**config.mk**
```make
export PLATFORM = sky130hd
export DESIGN_NAME = id_bitmap_allocator_unit
export DESIGN_NICKNAME = d
export VERILOG_FILES = /design/src/rtl/core/ibma_pkg.sv /design/src/rtl/core/ibma_ram.sv /design/src/rtl/core/ibma_ctrl.sv /design/src/rtl/core/ibma_dp.sv /design/src/rtl/core/id_bitmap_allocator_unit.sv
export VERILOG_INCLUDE_DIRS = /design/src /design/src/rtl/core
export SDC_FILE = /design/constraint.sdc
export NUM_CORES = 1
export LEC_CHECK = 0
export ABC_CLOCK_PERIOD_IN_PS = 13000
export BUFFER_PORTS_ARGS = -buffer_cell sky130_fd_sc_hd__buf_2
export CORE_UTILIZATION = 55
export CTS_BUF_LIST = sky130_fd_sc_hd__clkbuf_2 sky130_fd_sc_hd__clkbuf_4 sky130_fd_sc_hd__clkbuf_8
export DETAILED_ROUTE_END_ITERATION = 10
export PLACE_DENSITY = 0.71
export SLEW_MARGIN = 15
export SYNTH_ARGS = -nofsm -noshare
export SYNTH_HDL_FRONTEND = slang
export SYNTH_HIERARCHICAL = 1
export SYNTH_SLANG_ARGS = --single-unit
```
**constraint.sdc**
```tcl
create_clock -name clk -period 13 [get_ports clk]
set_clock_uncertainty 0.2 [all_clocks]
set_input_delay 2.6 -clock clk [delete_from_list [all_inputs] [get_ports clk]]
set_output_delay 2.6 -clock clk [all_outputs]
set_load 0.01 [all_outputs]
```
**src/rtl/core/assert_macros.svh**
```systemverilog
// Assertion macros for the allocator RTL.
// Define NO_ASSERTIONS to compile every check away.
`ifndef ASSERT_MACROS_SVH
`define ASSERT_MACROS_SVH
`ifndef NO_ASSERTIONS
// property that must hold at every rising edge outside reset
`define ASSERT_AT(lbl, clk, rst_n, prop, msg) \
	lbl: assert property (@(posedge clk) disable iff (!rst_n) (prop)) else $error(msg);
// condition that must never be seen at a rising edge outside reset
`define ASSERT_NEVER(lbl, clk, rst_n, expr, msg) \
	lbl: assert property (@(posedge clk) disable iff (!rst_n) !(expr)) else $error(msg);
`else
`define ASSERT_AT(lbl, clk, rst_n, prop, msg)
`define ASSERT_NEVER(lbl, clk, rst_n, expr, msg)
`endif
`endif

```
**src/rtl/core/ibma_pkg.sv**
```systemverilog
// Shared types for the id bitmap allocator: controller states, command and status bundles.
// Used by ibma_ctrl, ibma_dp and the top level; no dependencies.
package ibma_pkg;

	// bitmap row stored per RAM word
	localparam int ROW_W = 32;
	localparam int ROW_B = 5;

	typedef enum logic [2:0] {
		ST_CLEAR,
		ST_IDLE,
		ST_START,
		ST_TGT_CHK,
		ST_SCAN_RD,
		ST_SCAN_CHK,
		ST_FINISH
	} state_t;

	// controller -> datapath
	typedef struct packed {
		logic latch;       // capture the input transaction
		logic rd_en;       // read one bitmap row
		logic rd_scan;     // row address from scan counter (else target id)
		logic scan_start;  // scan counter to row 0
		logic scan_next;   // scan counter + 1
		logic clr_wr;      // write zero row at scan counter
		logic pick_target; // result = target id, toggle its bit
		logic pick_scan;   // result = lowest free id of scanned row
		logic pick_fail;   // result = not granted
		logic commit;      // write row, update count/hint, load output
	} cmd_t;

	// datapath -> controller
	typedef struct packed {
		logic op_rel;     // latched op is release
		logic hint_ok;    // hint below id range end
		logic rid_ok;     // release id in range
		logic target_bit; // bitmap bit of target id from last read
		logic row_free;   // scanned row holds a free valid id
		logic last_row;   // scan counter at last row
		logic out_free;   // output register can take a result
	} sts_t;

endpackage

```
**src/rtl/core/ibma_ram.sv**
```systemverilog
// Generic simple dual-port RAM: one write port, one read port with registered data.
// No dependencies.
module ibma_ram #(
	parameter int WIDTH = 32,
	parameter int DEPTH = 2,
	localparam int AW = (DEPTH > 1) ? $clog2(DEPTH) : 1
) (
	input  logic             clk,
	input  logic             we,
	input  logic [AW-1:0]    waddr,
	input  logic [WIDTH-1:0] wdata,
	input  logic             re,
	input  logic [AW-1:0]    raddr,
	output logic [WIDTH-1:0] rdata
);

	logic [WIDTH-1:0] mem [DEPTH];

	always_ff @(posedge clk) begin
		if (we) begin
			mem[waddr] <= wdata;
		end
		if (re) begin
			rdata <= mem[raddr];
		end
	end

endmodule

```
**src/rtl/core/ibma_ctrl.sv**
```systemverilog
// Controller FSM of the id bitmap allocator: sequences clear, lookup, scan and commit.
// Depends on ibma_pkg.
module ibma_ctrl (
	input  logic          clk,
	input  logic          arst_n,
	input  logic          in_valid,
	output logic          in_ready,
	input  ibma_pkg::sts_t sts,
	output ibma_pkg::cmd_t cmd
);

	import ibma_pkg::*;

	state_t state_q;
	state_t state_nxt;

	always_ff @(posedge clk or negedge arst_n) begin
		if (!arst_n) begin
			state_q <= ST_CLEAR;
		end else begin
			state_q <= state_nxt;
		end
	end

	// next state
	always_comb begin
		state_nxt = state_q;
		unique case (state_q)
			ST_CLEAR: begin
				if (sts.last_row) state_nxt = ST_IDLE;
			end
			ST_IDLE: begin
				if (in_valid) state_nxt = ST_START;
			end
			ST_START: begin
				priority if (sts.op_rel && !sts.rid_ok) state_nxt = ST_FINISH;
				else if (!sts.op_rel && !sts.hint_ok) state_nxt = ST_SCAN_RD;
				else state_nxt = ST_TGT_CHK;
			end
			ST_TGT_CHK: begin
				if (!sts.op_rel && sts.target_bit) state_nxt = ST_SCAN_RD;
				else state_nxt = ST_FINISH;
			end
			ST_SCAN_RD: state_nxt = ST_SCAN_CHK;
			ST_SCAN_CHK: begin
				if (sts.row_free || sts.last_row) state_nxt = ST_FINISH;
				else state_nxt = ST_SCAN_RD;
			end
			ST_FINISH: begin
				if (sts.out_free) state_nxt = ST_IDLE;
			end
			default: state_nxt = ST_IDLE;
		endcase
	end

	// outputs
	always_comb begin
		cmd      = '0;
		in_ready = 1'b0;
		unique case (state_q)
			ST_CLEAR: begin
				cmd.clr_wr    = 1'b1;
				cmd.scan_next = 1'b1;
			end
			ST_IDLE: begin
				in_ready  = 1'b1;
				cmd.latch = in_valid;
			end
			ST_START: begin
				priority if (sts.op_rel && !sts.rid_ok) cmd.pick_fail = 1'b1;
				else if (!sts.op_rel && !sts.hint_ok) cmd.scan_start = 1'b1;
				else cmd.rd_en = 1'b1;
			end
			ST_TGT_CHK: begin
				priority if (!sts.op_rel && sts.target_bit) cmd.scan_start = 1'b1;
				else if (sts.op_rel && !sts.target_bit) cmd.pick_fail = 1'b1;
				else cmd.pick_target = 1'b1;
			end
			ST_SCAN_RD: begin
				cmd.rd_en   = 1'b1;
				cmd.rd_scan = 1'b1;
			end
			ST_SCAN_CHK: begin
				priority if (sts.row_free) cmd.pick_scan = 1'b1;
				else if (sts.last_row) cmd.pick_fail = 1'b1;
				else cmd.scan_next = 1'b1;
			end
			ST_FINISH: begin
				cmd.commit = sts.out_free;
			end
			default: begin
				cmd = '0;
			end
		endcase
	end

endmodule

```
**src/rtl/core/ibma_dp.sv**
```systemverilog
// Datapath of the id bitmap allocator: bitmap RAM, scan counter, hint, count, output register.
// Depends on ibma_pkg, ibma_ram and assert_macros.svh.
`include "assert_macros.svh"

module ibma_dp #(
	parameter int NUM_IDS = 64,
	localparam int ID_W  = $clog2(NUM_IDS),
	localparam int CNT_W = $clog2(NUM_IDS + 1)
) (
	input  logic             clk,
	input  logic             arst_n,
	input  logic             in_func,
	input  logic [ID_W-1:0]  in_rid,
	output logic             out_valid,
	input  logic             out_ready,
	output logic             out_ok,
	output logic [ID_W-1:0]  out_id,
	output logic [CNT_W-1:0] out_count,
	input  ibma_pkg::cmd_t   cmd,
	output ibma_pkg::sts_t   sts
);

	import ibma_pkg::*;

	localparam int ROWS      = (NUM_IDS + ROW_W - 1) / ROW_W;
	localparam int ROW_AW    = (ROWS > 1) ? $clog2(ROWS) : 1;
	localparam int FID_W     = ROW_AW + ROW_B;
	localparam int LAST_BITS = NUM_IDS - (ROWS - 1) * ROW_W;

	function automatic logic [ROW_B-1:0] lowest_set(input logic [ROW_W-1:0] v);
		logic [ROW_B-1:0] r;
		r = '0;
		for (int i = ROW_W - 1; i >= 0; i--) begin
			if (v[i]) r = ROW_B'(i);
		end
		return r;
	endfunction

	// latched transaction
	logic              op_q;
	logic [ID_W-1:0]   rid_q;

	// control registers
	logic [ROW_AW-1:0] scan_row_q;
	logic [CNT_W-1:0]  count_q;
	logic [CNT_W-1:0]  hint_q;
	logic              out_valid_q;

	// result of lookup, waiting for commit
	logic              res_ok_q;
	logic [FID_W-1:0]  res_id_q;
	logic [ROW_AW-1:0] wr_row_q;
	logic [ROW_W-1:0]  wr_data_q;

	// output payload
	logic              out_ok_q;
	logic [ID_W-1:0]   out_id_q;
	logic [CNT_W-1:0]  out_count_q;

	logic [ROW_W-1:0]  rd_data;
	logic [FID_W-1:0]  tgt_fid;
	logic [ROW_AW-1:0] tgt_row;
	logic [ROW_B-1:0]  tgt_bit;
	logic [ROW_W-1:0]  tgt_new;
	logic [ROW_W-1:0]  row_mask;
	logic [ROW_W-1:0]  free_vec;
	logic [ROW_B-1:0]  free_bit;
	logic [ROW_W-1:0]  scan_new;
	logic              last_row;
	logic              out_free;
	logic [CNT_W-1:0]  count_nxt;
	logic [CNT_W-1:0]  hint_nxt;

	logic              ram_we;
	logic [ROW_AW-1:0] ram_waddr;
	logic [ROW_W-1:0]  ram_wdata;
	logic [ROW_AW-1:0] ram_raddr;

	assign tgt_fid = op_q ? FID_W'(rid_q) : FID_W'(hint_q[ID_W-1:0]);
	assign tgt_row = tgt_fid[FID_W-1:ROW_B];
	assign tgt_bit = tgt_fid[ROW_B-1:0];

	always_comb begin
		tgt_new          = rd_data;
		tgt_new[tgt_bit] = !op_q;
	end

	assign last_row = (scan_row_q == ROW_AW'(ROWS - 1));

	// ids past the range end in the last row never count as free
	always_comb begin
		for (int b = 0; b < ROW_W; b++) begin
			row_mask[b] = !last_row || (b < LAST_BITS);
		end
	end

	assign free_vec = ~rd_data & row_mask;
	assign free_bit = lowest_set(free_vec);

	always_comb begin
		scan_new           = rd_data;
		scan_new[free_bit] = 1'b1;
	end

	assign out_free = !out_valid_q || out_ready;

	always_comb begin
		count_nxt = count_q;
		hint_nxt  = hint_q;
		if (op_q) begin
			if (res_ok_q) count_nxt = count_q - CNT_W'(1);
		end else if (res_ok_q) begin
			count_nxt = count_q + CNT_W'(1);
			hint_nxt  = CNT_W'(res_id_q) + CNT_W'(1);
		end else begin
			hint_nxt = CNT_W'(NUM_IDS);
		end
	end

	assign sts.op_rel     = op_q;
	assign sts.hint_ok    = hint_q < CNT_W'(NUM_IDS);
	assign sts.rid_ok     = (ID_W + 1)'(rid_q) < (ID_W + 1)'(NUM_IDS);
	assign sts.target_bit = rd_data[tgt_bit];
	assign sts.row_free   = |free_vec;
	assign sts.last_row   = last_row;
	assign sts.out_free   = out_free;

	assign ram_we    = cmd.clr_wr || (cmd.commit && res_ok_q);
	assign ram_waddr = cmd.clr_wr ? scan_row_q : wr_row_q;
	assign ram_wdata = cmd.clr_wr ? '0 : wr_data_q;
	assign ram_raddr = cmd.rd_scan ? scan_row_q : tgt_row;

	ibma_ram #(
		.WIDTH (ROW_W),
		.DEPTH (ROWS)
	) u_map (
		.clk   (clk),
		.we    (ram_we),
		.waddr (ram_waddr),
		.wdata (ram_wdata),
		.re    (cmd.rd_en),
		.raddr (ram_raddr),
		.rdata (rd_data)
	);

	always_ff @(posedge clk or negedge arst_n) begin
		if (!arst_n) begin
			scan_row_q  <= '0;
			count_q     <= '0;
			hint_q      <= '0;
			out_valid_q <= 1'b0;
		end else begin
			if (cmd.scan_start) begin
				scan_row_q <= '0;
			end else if (cmd.scan_next) begin
				scan_row_q <= scan_row_q + ROW_AW'(1);
			end
			if (cmd.commit) begin
				count_q     <= count_nxt;
				hint_q      <= hint_nxt;
				out_valid_q <= 1'b1;
			end else if (out_ready) begin
				out_valid_q <= 1'b0;
			end
		end
	end

	always_ff @(posedge clk) begin
		if (cmd.latch) begin
			op_q  <= in_func;
			rid_q <= in_rid;
		end
		// pick commands are one-hot; most cycles carry none of them
		if (cmd.pick_target) begin
			res_ok_q  <= 1'b1;
			res_id_q  <= tgt_fid;
			wr_row_q  <= tgt_row;
			wr_data_q <= tgt_new;
		end else if (cmd.pick_scan) begin
			res_ok_q  <= 1'b1;
			res_id_q  <= {scan_row_q, free_bit};
			wr_row_q  <= scan_row_q;
			wr_data_q <= scan_new;
		end else if (cmd.pick_fail) begin
			res_ok_q <= 1'b0;
			res_id_q <= '0;
		end
		if (cmd.commit) begin
			out_ok_q    <= res_ok_q;
			out_id_q    <= (!op_q && res_ok_q) ? ID_W'(res_id_q) : '0;
			out_count_q <= count_nxt;
		end
	end

	assign out_valid = out_valid_q;
	assign out_ok    = out_ok_q;
	assign out_id    = out_id_q;
	assign out_count = out_count_q;

	`ASSERT_AT(a_count_range, clk, arst_n, count_q <= CNT_W'(NUM_IDS), "in-use count above id range")
	`ASSERT_AT(a_hint_range, clk, arst_n, hint_q <= CNT_W'(NUM_IDS), "hint beyond range end")
	`ASSERT_AT(a_commit_room, clk, arst_n, cmd.commit |-> out_free, "commit into full output register")
	`ASSERT_NEVER(a_rel_underflow, clk, arst_n, cmd.commit && op_q && res_ok_q && (count_q == '0), "release with zero count")

endmodule

```
**src/rtl/core/id_bitmap_allocator_unit.sv**
```systemverilog
// Id bitmap allocator: hands out ids 0 .. NUM_IDS-1 from a bitmap held in a RAM of 32-bit rows.
// Allocate tries the next-fit hint first, else scans rows from 0 for the lowest free id; release
// frees a marked id. Each input transaction gives one output transaction with ok, the granted id
// and the in-use count after the operation. After reset a clearing pass writes every row to zero,
// one row a cycle, before s_axis_tready rises. Steps per transaction, from the accepting cycle
// to the load of the output register: an allocate reads the hint row and checks the hint bit,
// then on a used hint scans rows from 0; with the hint past the range end it scans rows at once;
// a release reads and checks its id's row, and one with an id outside the range goes straight to
// the finish step. Every row inspected takes a read step and a check step, set by the single read
// port of the bitmap RAM with its registered read. One transaction is worked at a time; the output
// register lets the next transaction be accepted while a result still waits on m_axis_tready, and
// the finish step holds until that register is free.
// Depends on ibma_pkg, ibma_ctrl, ibma_dp, ibma_ram.
module id_bitmap_allocator_unit #(
	parameter int NUM_IDS = 64,
	localparam int ID_W  = $clog2(NUM_IDS),
	localparam int CNT_W = $clog2(NUM_IDS + 1),
	localparam int S_DW  = ((ID_W + 7) / 8) * 8,
	localparam int M_DW  = ((ID_W + CNT_W + 7) / 8) * 8
) (
	input  logic            clk,
	input  logic            arst_n,
	input  logic            s_axis_tvalid,
	output logic            s_axis_tready,
	input  logic [S_DW-1:0] s_axis_tdata,  // [ID_W-1:0] release_id, rest zero fill
	input  logic            s_axis_tuser,  // func: 0 allocate, 1 release
	output logic            m_axis_tvalid,
	input  logic            m_axis_tready,
	output logic [M_DW-1:0] m_axis_tdata,  // granted_id, then in_use_count, rest zero fill
	output logic            m_axis_tuser   // ok
);

	import ibma_pkg::*;

	cmd_t cmd;
	sts_t sts;

	logic [ID_W-1:0]  res_id;
	logic [CNT_W-1:0] res_count;

	// sequencing: clear pass, hint lookup, row scan, commit
	ibma_ctrl u_ctrl (
		.clk      (clk),
		.arst_n   (arst_n),
		.in_valid (s_axis_tvalid),
		.in_ready (s_axis_tready),
		.sts      (sts),
		.cmd      (cmd)
	);

	// bitmap RAM, hint, count and the output register
	ibma_dp #(
		.NUM_IDS (NUM_IDS)
	) u_dp (
		.clk       (clk),
		.arst_n    (arst_n),
		.in_func   (s_axis_tuser),
		.in_rid    (s_axis_tdata[ID_W-1:0]),
		.out_valid (m_axis_tvalid),
		.out_ready (m_axis_tready),
		.out_ok    (m_axis_tuser),
		.out_id    (res_id),
		.out_count (res_count),
		.cmd       (cmd),
		.sts       (sts)
	);

	assign m_axis_tdata = M_DW'({res_count, res_id});

endmodule
```
* Word-level counts from Yosys, hierarchy flattened
Memory sizes are Yosys's and may differ from the RTL's. A register that Yosys moved wholly into a read port is not among the register bits.
Cells that the tools add are included.
** Cells by class
- Add/subtract/negate cells :: 4
- $lt $le $gt $ge :: 5
- Eq/ne operators :: 9
- Mux-type cells :: 90
- Bitwise operators :: 3
- Reduce and logical (&&, ||, !) cells :: 23
** Operators by type and width (count)
- $mux W5 :: 32
- $mux W32 :: 3
- $bwmux W32 :: 1
- $mux W1 :: 32
- $not A32 Y32 :: 1
- $or A32 B32 Y32 :: 1
- $reduce_or A32 Y1 :: 1
- $mux W7 :: 4
- $mux W6 :: 4
- $pmux W3 S7 :: 1
- $lt A5 B6 Y1 const B :: 2
- $mux W3 :: 4
- $demux W1 S5 :: 2
- $ge A5 B1 Y1 const B :: 2
- $eq A3 B3 Y1 const B :: 3
- $pmux W1 S2 :: 4
- $add A6 B1 Y7 const B :: 1
- $add A7 B1 Y7 const B :: 1
- $logic_and A1 B1 Y1 :: 7
- $lt A7 B7 Y1 const B :: 1
- $sub A7 B1 Y7 const B :: 1
- $eq A3 B2 Y1 const B :: 2
- $reduce_bool A2 Y1 :: 3
- $bmux W1 S5 :: 1
- 13 further kinds :: 20
** Storage, ports and cells
- Flip-flop bits (word level) :: 80
- Bits in writable memories :: 64
- Bits of input ports :: 13
- Output and inout port bits :: 19
- Logic and storage cells :: 149
- Memories :: 1
** Memories
- u_dp.u_map.mem :: depth 2, bits a word 32, rd ports 1, clocked after Yosys merged registers in 1, write ports 1, RTL line ibma_ram.sv:17 : logic [WIDTH-1:0] mem [DEPTH];

* Logic depth before layout (Yosys ltp)
- Word-level depth :: 40
- Mapped depth :: 18

* Modules after synthesis
The synthesis kept the hierarchy.
** By module, submodules not included
- ibma_dp :: instances 1, cells each 482, area each 4765.8 um^2, seq. area each 2222.1 um^2
- ibma_ram :: instances 1, cells each 134, area each 3439.5 um^2, seq. area each 2882.8 um^2
- ibma_ctrl :: instances 1, cells each 53, area each 385.4 um^2, seq. area each 75.1 um^2
- id_bitmap_allocator_unit :: instances 1, cells each 4, area each 26.3 um^2, seq. area each 0.0 um^2

* Worst setup path after synthesis
OpenSTA, ideal clock, no wires.
- Path kind :: input to register
- Start point :: in m_axis_tready
- End point :: mem u_dp.u_map.mem[0][0] (enable)
- Library setup time :: 0.425 ns
- Arrival time :: 5.958 ns
- Path slack :: 6.417 ns
- Stages on the path :: 8
- Buffers on the path :: 2
- Cells stage by stage :: nand2b_1 > buf_4 > nand2_1 > nor3_1 > clkbuf_1 > nand2_1 > nand2b_1 > nor2b_1
** RTL lines
- start, declared :: RTL line id_bitmap_allocator_unit.sv:28 : input logic m_axis_tready,
- end, declared :: RTL line ibma_ram.sv:17

==> results.yml <==
status:
  status: "completed"
die:
  die_w_um: 127
  chipHeight_um: 127
  floorplan.initialDensity: 0.565
  die_area_um2: 16200
  row_count: 45
  core-area_um2: 15300
  io_pins: 32
sta:
  finalMaxSlewViolations: 0
  min_period_ns: 5.27
  hold_viol_final: 0
  max_freq_ghz: 0.190
  setup_viol: 0
  relSlewSlack: 0.369
  tns_ns: 0
  rsz0062_at_grt: "false"
  holdWs_ns: 0.307
  tightest_slew_ns: 0.944
  fin_crit_sh: 0.405
drt:
  routedWlPerCell_um: 20.5
  drc: 0
  drtPass1Iterations: 5
  vias_per_cell: 5.94
  vias: 5497
  drtIter0Drc: 471
  wirelength_um: 19000
  final_antenna_net_count: 0
logic_synthesis:
  synth-async-reset-ratio: 0.108
  synth_cells: 673
  ys_seq_elements: 176
  synth_warnings: 6
  synth.distinct_cells: 72
  yosys-top-cells-area: "edfxtp_1 54%, dfrtp_1 5.5%, mux2_4 5.2%"
  synthFlopType: "edfxtp_1"
  seq_area_frac_synth: 0.601
  yosysTopAreaCell: "edfxtp_1"
  syn-cell-area_um2: 8620
  syn_area_per_cell_um2: 12.8
  synth_top_cell_area_share: 0.544
  synth_edf_count: 156
grt:
  grt_pass1_wl_um: 30200
  gr-total-overflow: 0
  grt_max_degree: 40
  antenna_found_initial: 0
  gr-usage-all-layers: 0.253
  grt_pass1_vias: 5390
worst_setup_path:
  worstSetupStartpointType: "register"
  arrival_ns: 5.29
  slowest_delay_ns: 0.77
  end_kind: "register"
  path_cells: "buf_4 -> mux2i_1 -> nor2_1 -> a22o_1 -> a221oi_1 -> nand4_1 -> inv_1 -> ha_1 -> nand2_1 -> nor2_1 -> buf_4 -> nor3_1 -> nand2_1 -> nor2_1 -> nand2_1 -> o21ai_0"
  cp_top_family: "simple AND/OR/NAND/NOR gates"
  critPathKind: "reg2reg"
  cp_data_required_time_ns: 13.02
  critPathBufInv: 3
  crit_fanout: 39
  cp_slowest_cell: "mux2i_1"
clock_network:
  post_cts_buffers: 0
  clock_latency_ns: 0.47
  cts_buffers: 17
  hold_buffers: 0
  cts-root-buf: "clkbuf_8"
  cts_tree: "done"
  cts_buffer_depth: 2
  clock-sinks: 176
  htreeDepth: 4
  cts_resized: 0
  cts.clk_slew.worst_paths_ns: 0.10
worst_hold_path:
  hold_path.class: "reg2reg"
pwr:
  p_leak_nw: 3.36
  vdd_drop_max_uv: 134
  p_per_area_nw_per_um2: 240
placement:
  port_buffers: 26
  gp_congestion: 0.961
  dp_hpwl_um: 13300
flow_run:
  drv_cap: 0
layout:
  final_common_cell: "edfxtp_1"
  drive_above_1_share: 0.186
  syn_to_final_growth_pct: 8.68
  fin_nets: 720
  antennaDiodeCount: 0
  final_cell_mix: "156 x edfxtp_1, 78 x nand2_1, 48 x nor2_1, 35 x nor2b_1, 30 x mux2_4"
-- final timing paths --
kind / start / to / slack (ns) / cells past startpoint
setup / recovery: u_dp/op_q / u_dp/wr_data_q[25] / 7.73 / 16
max in group asynchronous: arst_n / u_dp/count_q[2] / 10.38 / 1
hold / removal: u_dp/hint_q[5] / u_dp/hint_q[5] / 0.31 / 2
min in group asynchronous: arst_n / u_dp/hint_q[1] / 1.88 / 1
hold reg to reg: u_dp/hint_q[5] / u_dp/hint_q[5] / 0.31 / 2
setup reg to reg: u_dp/op_q / u_dp/wr_data_q[25] / 7.73 / 16
-- Yosys cell counts (3+ instances only) --
cell / number
dfrtp_1: 19
ha_1: 5
nor3_1: 8
buf_12: 3
a21oi_1: 12
a31oi_1: 5
nor2_1: 49
nand3_1: 19
mux2_4: 30
and2_1: 5
nand4_1: 14
xor2_1: 7
a311oi_1: 3
or3_1: 6
o21ai_1: 15
nor2b_1: 36
o221ai_1: 7
inv_1: 17
buf_4: 7
o21ai_0: 25
nand2b_1: 13
buf_2: 6
nand2_1: 78
mux2_2: 9
o31ai_1: 3
xnor2_1: 9
nand3b_1: 3
mux4_2: 7
o32ai_1: 4
mux2i_1: 22
clkbuf_1: 11
edfxtp_1: 156
and3_1: 10
-- metrics by stage --
stage | cells | worst slack, ns | utilization | cell area (µm²) | total power (W)
finish | 926 | 7.73 | 0.614 | 9370 | 0.00224
global route | 926 | 7.50 | 0.614 | 9370 | 0.00237
CTS | 926 | 7.81 | 0.614 | 9370 | 0.00225
detailed placement | 894 | 7.39 | 0.585 | 8930 | 0.00184
global placement | 894 | 7.53 | 0.585 | 8930 | 0.00181
floorplan | 675 | 6.42 | - | 8620 | 0.00162
-- power breakdown --
part	switching, W	total [W]	leakage, nW	internal (W)
Combinational	0.000439	0.000750	1.46	0.000311
Sequential	0.000158	0.00109	1.69	0.000928
Clock	0.000206	0.000408	0.217	0.000202
Total	0.000803	0.00224	3.36	0.00144
-- state kept, by name, summed over array words and instances, names as in the netlist, 3 cells and up --
| name | cells |
|---|---|
| u_dp/hint_q | 7 |
| u_dp/u_map/mem | 64 |
| u_dp/count_q | 7 |
| u_dp/wr_data_q | 32 |
| u_dp/rid_q | 6 |
| u_dp/u_map/rdata | 32 |
| u_dp/res_id_q | 6 |
| u_dp/out_id | 6 |
| u_dp/out_count | 7 |
| u_ctrl/state_q | 3 |
-- worst reg2reg max path, delay by kind of cell, from the launching register on --
kind / cells / cell delay, ns
DFF: 1 / 0.33
adders and majority gates: 1 / 0.23
AOI/OAI and AO/OA: 3 / 1.03
buffers and inverters: 3 / 0.71
muxes: 1 / 0.80
and+or+nand+nor: 8 / 1.73
-- metal layers --
metal | track usage | vias to the layer above | wire [µm]
li1 | - | 2563 | -
met1 | 0.371 | 2696 | 8890
met2 | 0.381 | 202 | 8580
met3 | 0.0473 | 36 | 1140
met4 | 0.0882 | 0 | 386
met5 | 0 | - | 0
-- layout make-up --
type / instances / area [µm²]
Multi-Input combinational cell: 451 / 3190
Clock buffer: 18 / 248
Inverter: 18 / 72.6
Timing Repair Buffer: 38 / 220
Tap cell: 211 / 264
Clock inverter: 14 / 191
Fill cell: 1187 / 5890
Sequential cell: 176 / 5180
-- cell families after synthesis --
group | count (synthesis) | share of synthesized area
AO/OA/AOI/OAI | 104 | 0.0839
other | 2 | 0.000872
adder cells (fa/ha/maj) | 5 | 0.00726
AND/OR/NAND/NOR | 252 | 0.145
multiplexers | 70 | 0.113
flip-flops | 176 | 0.601
XOR/XNOR | 16 | 0.0163
buffers and inverters | 48 | 0.0328
(Power assumes the default switching activity.)
